**config.mk**
```make
export PLATFORM = sky130hd
export DESIGN_NAME = jpeg_app_segment_stripper_unit
export DESIGN_NICKNAME = d
export VERILOG_FILES = /design/src/jass_pkg.sv /design/src/jass_front.sv /design/src/jass_fifo.sv /design/src/jass_back.sv /design/src/jpeg_app_segment_stripper_unit.sv
export SDC_FILE = /design/constraint.sdc
export NUM_CORES = 1
export LEC_CHECK = 0
export ABC_AREA = 1
export BUFFER_PORTS_ARGS = -buffer_cell sky130_fd_sc_hd__buf_2
export CORE_MARGIN = 2
export CORE_UTILIZATION = 44
export CTS_CLUSTER_DIAMETER = 50
export CTS_CLUSTER_SIZE = 40
export DETAILED_ROUTE_END_ITERATION = 8
export PLACE_DENSITY = 0.6
export SLEW_MARGIN = 40
export SYNTH_ARGS = -nofsm -noshare
export SYNTH_HDL_FRONTEND = slang
export SYNTH_SLANG_ARGS = --single-unit
```
**constraint.sdc**
```tcl
create_clock -name clk_i -period 3.1 [get_ports clk_i]
set_clock_uncertainty 0.1 [all_clocks]
set_input_delay 0.155 -clock clk_i [delete_from_list [all_inputs] [get_ports clk_i]]
set_output_delay 0.155 -clock clk_i [all_outputs]
set_load 0.01 [all_outputs]
```
**src/jass_pkg.sv**
```systemverilog
// ----------------------------------------------------------------------------
// jass_pkg
// Shared types and constants for the JPEG APPn/COM segment stripper.
// ----------------------------------------------------------------------------
`default_nettype none

package jass_pkg;

  localparam logic [7:0] MarkerPrefix = 8'hFF;
  localparam logic [7:0] MarkerSoi    = 8'hD8;
  localparam logic [7:0] MarkerApp0   = 8'hE0;
  localparam logic [7:0] MarkerApp15  = 8'hEF;
  localparam logic [7:0] MarkerCom    = 8'hFE;
  localparam logic [7:0] MarkerSos    = 8'hDA;

  localparam int QueueDepth = 4;
  localparam int QueuePtrW  = $clog2(QueueDepth);
  localparam int QueueCntW  = $clog2(QueueDepth + 1);

  // One queue entry holds every output byte caused by one input byte.
  typedef struct packed {
    logic       malformed;
    logic [7:0] data1;
    logic [7:0] data0;
    logic       dual;
  } jass_entry_t;

endpackage : jass_pkg

`default_nettype wire

```
**src/jass_front.sv**
```systemverilog
// ----------------------------------------------------------------------------
// jass_front
// Marker parser: accepts one byte per cycle while the queue is not full and pushes its kept bytes.
// ----------------------------------------------------------------------------
`default_nettype none

module jass_front
  import jass_pkg::*;
(
  input  wire logic        clk_i,
  input  wire logic        rst_ni,
  input  wire logic        in_valid_i,
  input  wire logic [7:0]  in_data_i,
  input  wire logic        in_last_i,
  input  wire logic        q_full_i,
  output logic             in_ready_o,
  output logic             push_o,
  output jass_entry_t      entry_o
);

  typedef enum logic [2:0] {
    PhFirst,
    PhSecond,
    PhIdle,
    PhHaveFf,
    PhLenHi,
    PhLenLo,
    PhPayload,
    PhPass
  } phase_e;

  phase_e      phase_q, phase_d;
  logic        skip_q, skip_d;
  logic        scan_q, scan_d;
  logic [7:0]  len_hi_q, len_hi_d;
  logic [15:0] rem_q, rem_d;
  logic        bad_q, bad_d;

  logic [1:0]  n;
  logic [7:0]  d0, d1;
  logic        held;
  logic        accept;
  logic        is_drop;
  logic [15:0] len;

  assign in_ready_o = !q_full_i;
  assign accept     = in_valid_i && !q_full_i;
  assign len        = {len_hi_q, in_data_i};
  assign is_drop    = ((in_data_i >= MarkerApp0) && (in_data_i <= MarkerApp15)) ||
                      (in_data_i == MarkerCom);

  always_comb begin
    phase_d  = phase_q;
    skip_d   = skip_q;
    scan_d   = scan_q;
    len_hi_d = len_hi_q;
    rem_d    = rem_q;
    bad_d    = bad_q;
    n        = 2'd0;
    d0       = in_data_i;
    d1       = in_data_i;
    held     = 1'b0;

    case (phase_q)
      PhFirst: begin
        if (in_data_i == MarkerPrefix) begin
          phase_d = PhSecond;
          held    = 1'b1;
        end else begin
          n       = 2'd1;
          phase_d = PhPass;
        end
      end
      PhSecond: begin
        n       = 2'd2;
        d0      = MarkerPrefix;
        phase_d = (in_data_i == MarkerSoi) ? PhIdle : PhPass;
      end
      PhIdle: begin
        if (in_data_i == MarkerPrefix) begin
          phase_d = PhHaveFf;
          held    = 1'b1;
        end else begin
          n = 2'd1;
        end
      end
      PhHaveFf: begin
        if (in_data_i == MarkerPrefix) begin
          n    = 2'd1;
          held = 1'b1;
        end else begin
          skip_d  = is_drop;
          scan_d  = (in_data_i == MarkerSos);
          phase_d = PhLenHi;
          if (!is_drop) begin
            n  = 2'd2;
            d0 = MarkerPrefix;
          end
        end
      end
      PhLenHi: begin
        len_hi_d = in_data_i;
        phase_d  = PhLenLo;
        if (!skip_q) n = 2'd1;
      end
      PhLenLo: begin
        if (len < 16'd2) begin
          bad_d = 1'b1;
          rem_d = 16'd0;
        end else begin
          rem_d = len - 16'd2;
        end
        if (!skip_q) n = 2'd1;
        if (rem_d == 16'd0) begin
          phase_d = scan_q ? PhPass : PhIdle;
          skip_d  = 1'b0;
        end else begin
          phase_d = PhPayload;
        end
      end
      PhPayload: begin
        if (!skip_q) n = 2'd1;
        rem_d = rem_q - 16'd1;
        if (rem_q == 16'd1) begin
          phase_d = scan_q ? PhPass : PhIdle;
          skip_d  = 1'b0;
        end
      end
      default: begin
        n       = 2'd1;
        phase_d = PhPass;
      end
    endcase

    // flush a held FF at end of stream
    if (in_last_i && held) begin
      if (n == 2'd0) begin
        n  = 2'd1;
        d0 = MarkerPrefix;
      end else begin
        n  = 2'd2;
        d1 = MarkerPrefix;
      end
    end
  end

  assign push_o          = accept && (n != 2'd0);
  assign entry_o.dual      = n[1];
  assign entry_o.data0     = d0;
  assign entry_o.data1     = d1;
  assign entry_o.malformed = bad_d;

  always_ff @(posedge clk_i or negedge rst_ni) begin
    if (!rst_ni) begin
      phase_q  <= PhFirst;
      skip_q   <= 1'b0;
      scan_q   <= 1'b0;
      len_hi_q <= 8'd0;
      rem_q    <= 16'd0;
      bad_q    <= 1'b0;
    end else if (accept) begin
      if (in_last_i) begin
        phase_q  <= PhFirst;
        skip_q   <= 1'b0;
        scan_q   <= 1'b0;
        len_hi_q <= 8'd0;
        rem_q    <= 16'd0;
        bad_q    <= 1'b0;
      end else begin
        phase_q  <= phase_d;
        skip_q   <= skip_d;
        scan_q   <= scan_d;
        len_hi_q <= len_hi_d;
        rem_q    <= rem_d;
        bad_q    <= bad_d;
      end
    end
  end

endmodule : jass_front

`default_nettype wire

```
**src/jass_fifo.sv**
```systemverilog
// ----------------------------------------------------------------------------
// jass_fifo
// Short queue of parsed entries between the parser and the output stage.
// ----------------------------------------------------------------------------
`default_nettype none

module jass_fifo
  import jass_pkg::*;
(
  input  wire logic         clk_i,
  input  wire logic         rst_ni,
  input  wire logic         push_i,
  input  wire jass_entry_t  push_entry_i,
  input  wire logic         pop_i,
  output jass_entry_t       head_o,
  output logic              empty_o,
  output logic              full_o
);

  jass_entry_t            mem_q [QueueDepth];
  logic [QueuePtrW-1:0]   wr_ptr_q, rd_ptr_q;
  logic [QueueCntW-1:0]   cnt_q;
  logic                   do_push, do_pop;

  assign empty_o = (cnt_q == '0);
  assign full_o  = (cnt_q == QueueCntW'(QueueDepth));
  assign head_o  = mem_q[rd_ptr_q];
  assign do_push = push_i && !full_o;
  assign do_pop  = pop_i && !empty_o;

  always_ff @(posedge clk_i) begin
    if (do_push) mem_q[wr_ptr_q] <= push_entry_i;
  end

  always_ff @(posedge clk_i or negedge rst_ni) begin
    if (!rst_ni) begin
      wr_ptr_q <= '0;
      rd_ptr_q <= '0;
      cnt_q    <= '0;
    end else begin
      if (do_push) wr_ptr_q <= wr_ptr_q + QueuePtrW'(1);
      if (do_pop)  rd_ptr_q <= rd_ptr_q + QueuePtrW'(1);
      case ({do_push, do_pop})
        2'b10:   cnt_q <= cnt_q + QueueCntW'(1);
        2'b01:   cnt_q <= cnt_q - QueueCntW'(1);
        default: cnt_q <= cnt_q;
      endcase
    end
  end

endmodule : jass_fifo

`default_nettype wire

```
**src/jass_back.sv**
```systemverilog
// ----------------------------------------------------------------------------
// jass_back
// Output stage: splits queue entries into single bytes on a registered stream.
// ----------------------------------------------------------------------------
`default_nettype none

module jass_back
  import jass_pkg::*;
(
  input  wire logic        clk_i,
  input  wire logic        rst_ni,
  input  wire jass_entry_t head_i,
  input  wire logic        empty_i,
  output logic             pop_o,
  output logic             out_valid_o,
  output logic [7:0]       out_data_o,
  output logic             out_last_o,
  output logic             out_mal_o,
  input  wire logic        out_ready_i
);

  logic       valid_q;
  logic [7:0] data_q;
  logic       last_q, mal_q;
  logic       pend_q;
  logic [7:0] pend_data_q;
  logic       pend_mal_q;
  logic       load;

  assign load  = !valid_q || out_ready_i;
  assign pop_o = load && !pend_q && !empty_i;

  assign out_valid_o = valid_q;
  assign out_data_o  = data_q;
  assign out_last_o  = last_q;
  assign out_mal_o   = mal_q;

  always_ff @(posedge clk_i) begin
    if (load) begin
      if (pend_q) begin
        data_q <= pend_data_q;
        last_q <= 1'b1;
        mal_q  <= pend_mal_q;
      end else begin
        data_q <= head_i.data0;
        last_q <= !head_i.dual;
        mal_q  <= head_i.malformed;
      end
    end
    if (pop_o) begin
      pend_data_q <= head_i.data1;
      pend_mal_q  <= head_i.malformed;
    end
  end

  always_ff @(posedge clk_i or negedge rst_ni) begin
    if (!rst_ni) begin
      valid_q <= 1'b0;
      pend_q  <= 1'b0;
    end else if (load) begin
      if (pend_q) begin
        valid_q <= 1'b1;
        pend_q  <= 1'b0;
      end else begin
        valid_q <= !empty_i;
        pend_q  <= !empty_i && head_i.dual;
      end
    end
  end

endmodule : jass_back

`default_nettype wire

```
**src/jpeg_app_segment_stripper_unit.sv**
```systemverilog
// Path: a kept byte is written into the queue memory and then loaded into the output register.
// Throughput: one input byte per cycle while the queue is not full; one output byte per cycle
//   while the sink is ready, so the two outputs of one byte (marker pair, end-of-stream flush) go out in turn.
// The four-entry parse queue lets input continue while output is stalled.
// Reset (rst_ni low, async) empties queue and output, parser expects a new file.
// ----------------------------------------------------------------------------
// jpeg_app_segment_stripper_unit
// Byte-stream JPEG filter that drops APPn and COM marker segments.
// ----------------------------------------------------------------------------
`default_nettype none

module jpeg_app_segment_stripper_unit
  import jass_pkg::*;
(
  input  wire logic       clk_i,
  input  wire logic       rst_ni,
  input  wire logic       s_axis_tvalid_i,
  output logic            s_axis_tready_o,
  input  wire logic [7:0] s_axis_tdata_i,   // [7:0] in_byte
  input  wire logic       s_axis_tlast_i,   // end_of_stream
  output logic            m_axis_tvalid_o,
  input  wire logic       m_axis_tready_i,
  output logic [7:0]      m_axis_tdata_o,   // [7:0] out_byte
  output logic            m_axis_tlast_o,   // run_last
  output logic            m_axis_tuser_o    // [0] malformed
);

  jass_entry_t push_entry, head;
  logic        push, pop, empty, full;

  jass_front u_front (
    .clk_i      (clk_i),
    .rst_ni     (rst_ni),
    .in_valid_i (s_axis_tvalid_i),
    .in_data_i  (s_axis_tdata_i),
    .in_last_i  (s_axis_tlast_i),
    .q_full_i   (full),
    .in_ready_o (s_axis_tready_o),
    .push_o     (push),
    .entry_o    (push_entry)
  );

  jass_fifo u_fifo (
    .clk_i        (clk_i),
    .rst_ni       (rst_ni),
    .push_i       (push),
    .push_entry_i (push_entry),
    .pop_i        (pop),
    .head_o       (head),
    .empty_o      (empty),
    .full_o       (full)
  );

  jass_back u_back (
    .clk_i       (clk_i),
    .rst_ni      (rst_ni),
    .head_i      (head),
    .empty_i     (empty),
    .pop_o       (pop),
    .out_valid_o (m_axis_tvalid_o),
    .out_data_o  (m_axis_tdata_o),
    .out_last_o  (m_axis_tlast_o),
    .out_mal_o   (m_axis_tuser_o),
    .out_ready_i (m_axis_tready_i)
  );

endmodule : jpeg_app_segment_stripper_unit

`default_nettype wire

```
Word level (Yosys, flattened, before mapping)
Memory sizes are Yosys's and may differ from the RTL's.
Index checks and enable logic that the tools add are counted.

word-level totals
  flip-flop bits (word level) = 58
  latch bits = 0
  memory bits (writable) = 72
  ROM bits = 0
  bits of input ports = 13
  output and inout bits = 12
  logic and storage cells = 128
  memories = 1

operators by class
  $add $sub $neg = 6
  $mul = 0
  divide/modulo/power cells = 0
  $lt $le $gt $ge = 3
  equality and inequality tests = 19
  shift-type cells = 0
  muxes and demuxes = 49
  bitwise gates (word level) = 0
  reductions and logical operators = 34

memories
  memory        depth  width  rd ports  clocked after Yosys merged registers in  wr ports  RTL line         text
  u_fifo.mem_q  4      18     1         0                                        1         jass_fifo.sv:20  jass_entry_t mem_q [QueueDepth];

operator list
  operator                                                                       count
  8-bit 2-to-1 mux                                                               9
  16-bit 2-to-1 mux                                                              3
  8-bit == test, second input constant                                           4
  16-bit case mux with 2 select lines                                            1
  3-bit 2-to-1 mux                                                               8
  3-bit case mux with 7 select lines                                             1
  1-bit 2-to-1 mux                                                               19
  16-bit by 1-bit == test with 1-bit output, second input constant               1
  16-bit zero test                                                               1
  16-bit by 2-bit less-than comparator with 1-bit output, second input constant  1
  8-bit case mux with 2 select lines                                             1
  16-bit by 1-bit subtractor with 16-bit output, second input constant           1
  16-bit by 2-bit subtractor with 16-bit output, second input constant           1
  3-bit == test, second input constant                                           4
  1-bit logical AND                                                              9
  3-bit by 2-bit inequality test with 1-bit output, second input constant        3
  8-bit greater-or-equal comparator, second input constant                       1
  8-bit <= comparator, second input constant                                     1
  2-bit 2-to-1 mux                                                               4
  2-bit case mux with 4 select lines                                             1
  2-bit nonzero test                                                             4
  3-bit by 2-bit == test with 1-bit output, second input constant                2
  3-bit zero test                                                                2
  3-bit case mux with 2 select lines                                             1
  20 further kinds                                                               28

Depth between registers and ports, before layout
  depth in word-level cells = 14
  gate-level depth with buffers = 15
  depth with buffers taken out = 15

Modules after synthesis
A second synthesis with hierarchy kept.

second synthesis, totals
  cell total of the unflattened synthesis = 723
  area total of the unflattened synthesis = 6632.6 µm²

by module, submodules not included
  module      times used  cells each  area each (µm²)  seq. area each (µm²)
  jass_fifo   1           270         3340.7           2337.2
  jass_front  1           390         2498.6           750.7
  jass_back   1           63          793.3            620.6

Worst setup path before layout
Ideal clock, no wire load.

  kind = register -> register
  from = register u_front.phase_q[1]
  to = memory u_fifo.mem_q[0][0] (netlist name), enable pin
  library setup time = 0.393 ns
  data arrival time = 1.958 ns
  required time = 2.607 ns
  path slack = 0.650 ns
  cell stages (with the launch flop) = 10
  path buffers = 1
  period minus slack after synthesis = 2.450 ns
  path through = dfrtp_1 > buf_2 > nand2_1 > nor2_1 > nand2_2 > nand2_1 > nand2_1 > nand4_2 > nand2_4 > nor2_1

between the ends
  word-level cells in the longest chain between the ends = 11
  elaborated cells between the ends (all ways) = 21
  classes of those cells = eq/ne: 6; mux: 6; reduce/logical: 9

RTL lines
  what                                                                RTL line           text
  start, declared                                                     jass_front.sv:32   phase_e phase_q, phase_d;
  start signal, assigned                                              jass_front.sv:155  phase_q <= PhFirst;
  start signal, assigned                                              jass_front.sv:163  phase_q <= PhFirst;
  start signal, assigned                                              jass_front.sv:170  phase_q <= phase_d;
  3-bit == test (tied with other cells)                               jass_front.sv:64   case (phase_q)
  3-bit OR reduction (no line) or 2-bit OR reduction (tied branches)  n/a
  2-bit case mux with 4 select lines                                  jass_front.sv:64
  2-bit zero test                                                     jass_front.sv:137  if (n == 2'd0) begin
  2-bit 2-to-1 mux                                                    jass_front.sv:137
  2-bit 2-to-1 mux (*)                                                jass_front.sv:136  if (in_last_i && held) begin
  2-bit nonzero test (*)                                              jass_front.sv:147  assign push_o = accept && (n != 2'd0);
  1-bit logical AND (*)                                               jass_front.sv:147
  1-bit logical AND (*)                                               jass_fifo.sv:28    assign do_push = push_i && !full_o;
  1-bit 2-to-1 mux (*)                                                jass_fifo.sv:32    if (do_push) mem_q[wr_ptr_q] <= push_entry_i;
  1-bit 2-to-1 mux (not written as such) (*)                          jass_fifo.sv:32
  end, declared                                                       jass_fifo.sv:20

Every way passes the cells marked *; elsewhere a longest branch is shown, timed or not.

Worst setup path after layout
  from = input port s_axis_tdata_i[6]
  to = register u_fifo.cnt_q[2]

between the ends
  word-level cells in the longest chain between the ends = 14
  elaborated cells between the ends (all ways) = 23
  classes of those cells = order compare: 2; eq/ne: 4; mux: 9; reduce/logical: 8

RTL lines
  what                                                                       RTL line                              text
  start, declared                                                            jpeg_app_segment_stripper_unit.sv:19  input wire logic [7:0] s_axis_tdata_i,
  8-bit greater-or-equal comparator or 8-bit <= comparator (tied branches)   jass_front.sv:49                      assign is_drop = ((in_data_i >= MarkerApp0) && (in_data_i <= MarkerApp15)) ||
  1-bit logical AND                                                          jass_front.sv:49
  1-bit logical OR                                                           jass_front.sv:49
  2-bit 2-to-1 mux                                                           jass_front.sv:95                      if (!is_drop) begin
  2-bit 2-to-1 mux                                                           jass_front.sv:88                      if (in_data_i == MarkerPrefix) begin
  2-bit case mux with 4 select lines                                         jass_front.sv:64
  2-bit zero test                                                            jass_front.sv:137
  2-bit 2-to-1 mux                                                           jass_front.sv:137
  2-bit 2-to-1 mux (*)                                                       jass_front.sv:136
  2-bit nonzero test (*)                                                     jass_front.sv:147
  1-bit logical AND (*)                                                      jass_front.sv:147
  1-bit logical AND (*)                                                      jass_fifo.sv:28
  2-bit by 1-bit == test with 1-bit output or 2-bit == test (tied branches)  jass_fifo.sv:43                       case ({do_push, do_pop})
  3-bit case mux with 2 select lines or 2-bit nonzero test (tied branches)   n/a
  end signal, assigned                                                       jass_fifo.sv:44                       2'b10: cnt_q <= cnt_q + QueueCntW'(1);
  end signal, assigned                                                       jass_fifo.sv:45                       2'b01: cnt_q <= cnt_q - QueueCntW'(1);
  end signal, assigned                                                       jass_fifo.sv:46                       default: cnt_q <= cnt_q;
  end, declared                                                              jass_fifo.sv:22                       logic [QueueCntW-1:0] cnt_q;

Marked as above.
A chain may end at the register's enable or synchronous reset.

==> impl_metrics.tcl <==
set metrics [dict create \
    status "complete, no violations" \
    clock_tree.root_cell "clkbuf_16" \
    vias_per_instance 5.27 \
    worstRegToRegCells 15 \
    drtAntennaViolNets 0 \
    synth_enable_flop_cells 91 \
    worst_pin_slew_ns 0.707 \
    fp.dieH_um 125 \
    tritoncts.num_buffers 17 \
    clk_latency_ns 0.43 \
    setup-tns-final_ns 0 \
    cts.hold.buffers_added 8 \
    first_global_vias 4706 \
    final_hold_viol_count 0 \
    setup.worst_path.end_class "flip-flop" \
    async_flop_share_pct 30.0 \
    antenna-diode-count 0 \
    report.power.total_mw 7.30 \
    library_cell_occupying_the_most_area_in_the_post_synthesis_netlist "edfxtp_1" \
    placeable_area_mm2 0.0144 \
    synth.yosys.warnings 0 \
    cts_max_level 4 \
    dominantRegCellSynth "edfxtp_1" \
    grt_first_pass_wirelength_mm 24.1 \
    post_synth_mux_area_share_pct 0 \
    maxCapViolations 0 \
    instances_no_fill 905 \
    postLayoutSetupSlackWorst_ns 0.353 \
    dp_hpwl_mm 10.1 \
    tritoncts_num_sinks 130 \
    slew_viol_final 0 \
    place_inst 865 \
    initial_utilization_pct 44.5 \
    numPortBuffers 24 \
    ioPinCount 25 \
    crit_path_start_kind "input port" \
    gp_routability_congestion 0.917 \
    layout.cells.most_common_list "nor2_1, nand2_1, edfxtp_1" \
    cellLeakagePower_nw 3.00 \
    rsz_0062_raised_after_global_routing "no" \
    finalSetupViolations 0 \
    critPathKind "in2reg" \
    routedWlPerCell_um 16.3 \
    post_synth_instance_area_mm2 0.00640 \
    floorplan.die.width_um 125 \
    final_net_count 730 \
    drive_above_1_share_pct 13.3 \
    yosysSeqAreaShare_pct 57.9 \
    post_synth.cell_area_avg_um2 9.48 \
    synth_top_area_share_pct 42.7 \
    critical_path.max_fanout 10 \
    detail_route.iter0.violations 389 \
    filler_cell_count 1305 \
    detail_route.wirelength_mm 14.7 \
    detailedPlace.worstSlack_ns 0.451 \
    route.vias.total 4765 \
    achievable-frequency_mhz 364 \
    worst_slew_margin_rel_pct 52.7 \
    mostFrequentLayoutCell "nor2_1" \
    timing.critical_path.arrival_ns 2.96 \
    largest_family_of_logic_cells_by_synthesized_area "simple AND/OR/NAND/NOR gates" \
    maximum_number_of_pins_on_one_net_before_global_route_repair 40 \
    worst_setup_hold_path_clk_slew_ns 0.06 \
    area.growth.synth_to_final_pct 15.0 \
    drc_errors 0 \
    synth_simple_gate_area_share_pct 20.7 \
    globalRouteTotalUtil_pct 20.0 \
    cts_setup_buffers 0 \
    die_area_mm2 0.0155 \
    regToRegStartpoint "u_front.phase_q[0]" \
    synthAdderAreaFrac_pct 1.88 \
    synthesis.nets 697 \
    cts_repair_resize_count 0 \
    synth-compound-area-share_pct 11.5 \
    worstSetupStartpoint "s_axis_tdata_i[6]" \
    clockBufferDepth 2 \
    top_post_synthesis_cells_by_area "edfxtp_1, dfrtp_1, nor2_1" \
    grt-ovfl-total 0 \
    finalCritPeriodShare_pct 88.6 \
    distinct_cells_synth 39 \
    cts_tree "done" \
    yosys.area_share.xor_xnor_pct 1.64 \
    required_time_of_the_critical_path_ns 3.31 \
    vdd_drop_max_mv 0.413 \
    crit-reg2reg-capture "u_fifo.cnt_q[2]" \
    min_path_type "in2reg" \
    critical_path.endpoint "u_fifo.cnt_q[2]" \
    syn-instance-count 675 \
    timing.reg2reg.setup_slack_ns 0.57 \
    period_minus_slack_ns 2.75 \
    drt_pre_antenna_iters 5 \
    core.rowCount 44 \
    pwr_density_cell_mw_per_mm2 992 \
    number_of_storage_elements_in_the_synthesis_netlist 130 \
    grt_antenna_before_repair 0 \
]
## layout make-up
| type | count | area, um^2 | share of cell area [%] |
|---|---|---|---|
| Timing Repair Buffer | 42 | 278 | 3.78 |
| Multi-Input combinational cell | 444 | 2290 | 31.1 |
| Clock inverter | 12 | 134 | 1.82 |
| Sequential cell | 130 | 3710 | 50.4 |
| Inverter | 73 | 274 | 3.72 |
| Tap cell | 184 | 230 | 3.13 |
| Clock buffer | 20 | 447 | 6.07 |
## metal layers
metal | track usage, % | vias to the layer above | wire [um]
met5 | 0 | - | 0
met4 | 7.93 | 0 | 268
met3 | 4.51 | 21 | 600
met2 | 32.9 | 104 | 7230
met1 | 25.8 | 2272 | 6620
li1 | - | 2368 | -
## logic make-up (layout without fill, tap and decap cells)
family	count (synthesis)	count (layout)
simple gates	292	292
compound gates	131	131
flops	130	130
buf+inv	101	147
xor+xnor	12	12
fa+ha+maj	9	9
## state kept, by name, summed over array words and instances, names as in the netlist, 2 cells and up
signal              cells
u_front.rem_q          16
u_front.len_hi_q        8
u_back.out_data_o       8
u_front.phase_q         3
u_back.pend_data_q      8
u_fifo.wr_ptr_q         2
u_fifo.cnt_q            3
u_fifo.mem_q           72
u_fifo.rd_ptr_q         2
## synth_stat cells (all sizes together) (7+ instances only)
library cell,number
ha,8
edfxtp,91
o21ai,78
nand4,13
dfrtp,39
inv,70
nand3,37
a21oi,16
xor2,10
o32ai,7
clkbuf,22
nor2,126
o22ai,11
nand2,107
a31oi,11
## worst max-delay path, stage by stage
cell,delay [ns]
dlygate4sd3_1,0.52
buf_2,0.22
nand2_1,0.13
nor2_4,0.13
nand4_1,0.13
nand3b_4,0.20
nand2_2,0.07
nand2_1,0.05
nand2_1,0.09
nand4_2,0.15
nand2_4,0.14
ha_1,0.14
inv_1,0.06
fa_1,0.38
a21oi_1,0.14
o21ai_0,0.11
xnor2_1,0.13
## how the worst min path moves through the flow
stage,from,to,slack [ns],depth (start not counted)
final,s_axis_tdata_i[3],u_fifo.mem_q[0][12],0.02,1
after global routing,s_axis_tdata_i[3],u_fifo.mem_q[1][12],0.02,1
after CTS,s_axis_tdata_i[3],u_fifo.mem_q[0][12],0.008,1
after detailed placement,rst_ni,u_fifo.cnt_q[0],0.08,1
after global placement,rst_ni,u_back.out_valid_o,0.25,1
after floorplan,rst_ni,u_back.out_valid_o,-0.24,0
## metrics by stage
stage,instance area (um^2),hold slack (ns),utilization (%)
floorplan,6400,-0.241,-
CTS,7360,0.00757,51.2
global route,7360,0.0192,51.2
global placement,6690,0.245,46.6
detailed placement,6700,0.0785,46.6
finish,7360,0.0218,51.2
## power by group
| part | internal (mW) | leakage, nW | switching (mW) |
|---|---|---|---|
| clock | 1.20 | 0.269 | 0.750 |
| combinational | 0.808 | 1.40 | 1.72 |
| sequential | 2.54 | 1.34 | 0.275 |
| total | 4.55 | 3.00 | 2.74 |
Note: power is estimated with default switching activity, not from simulation.
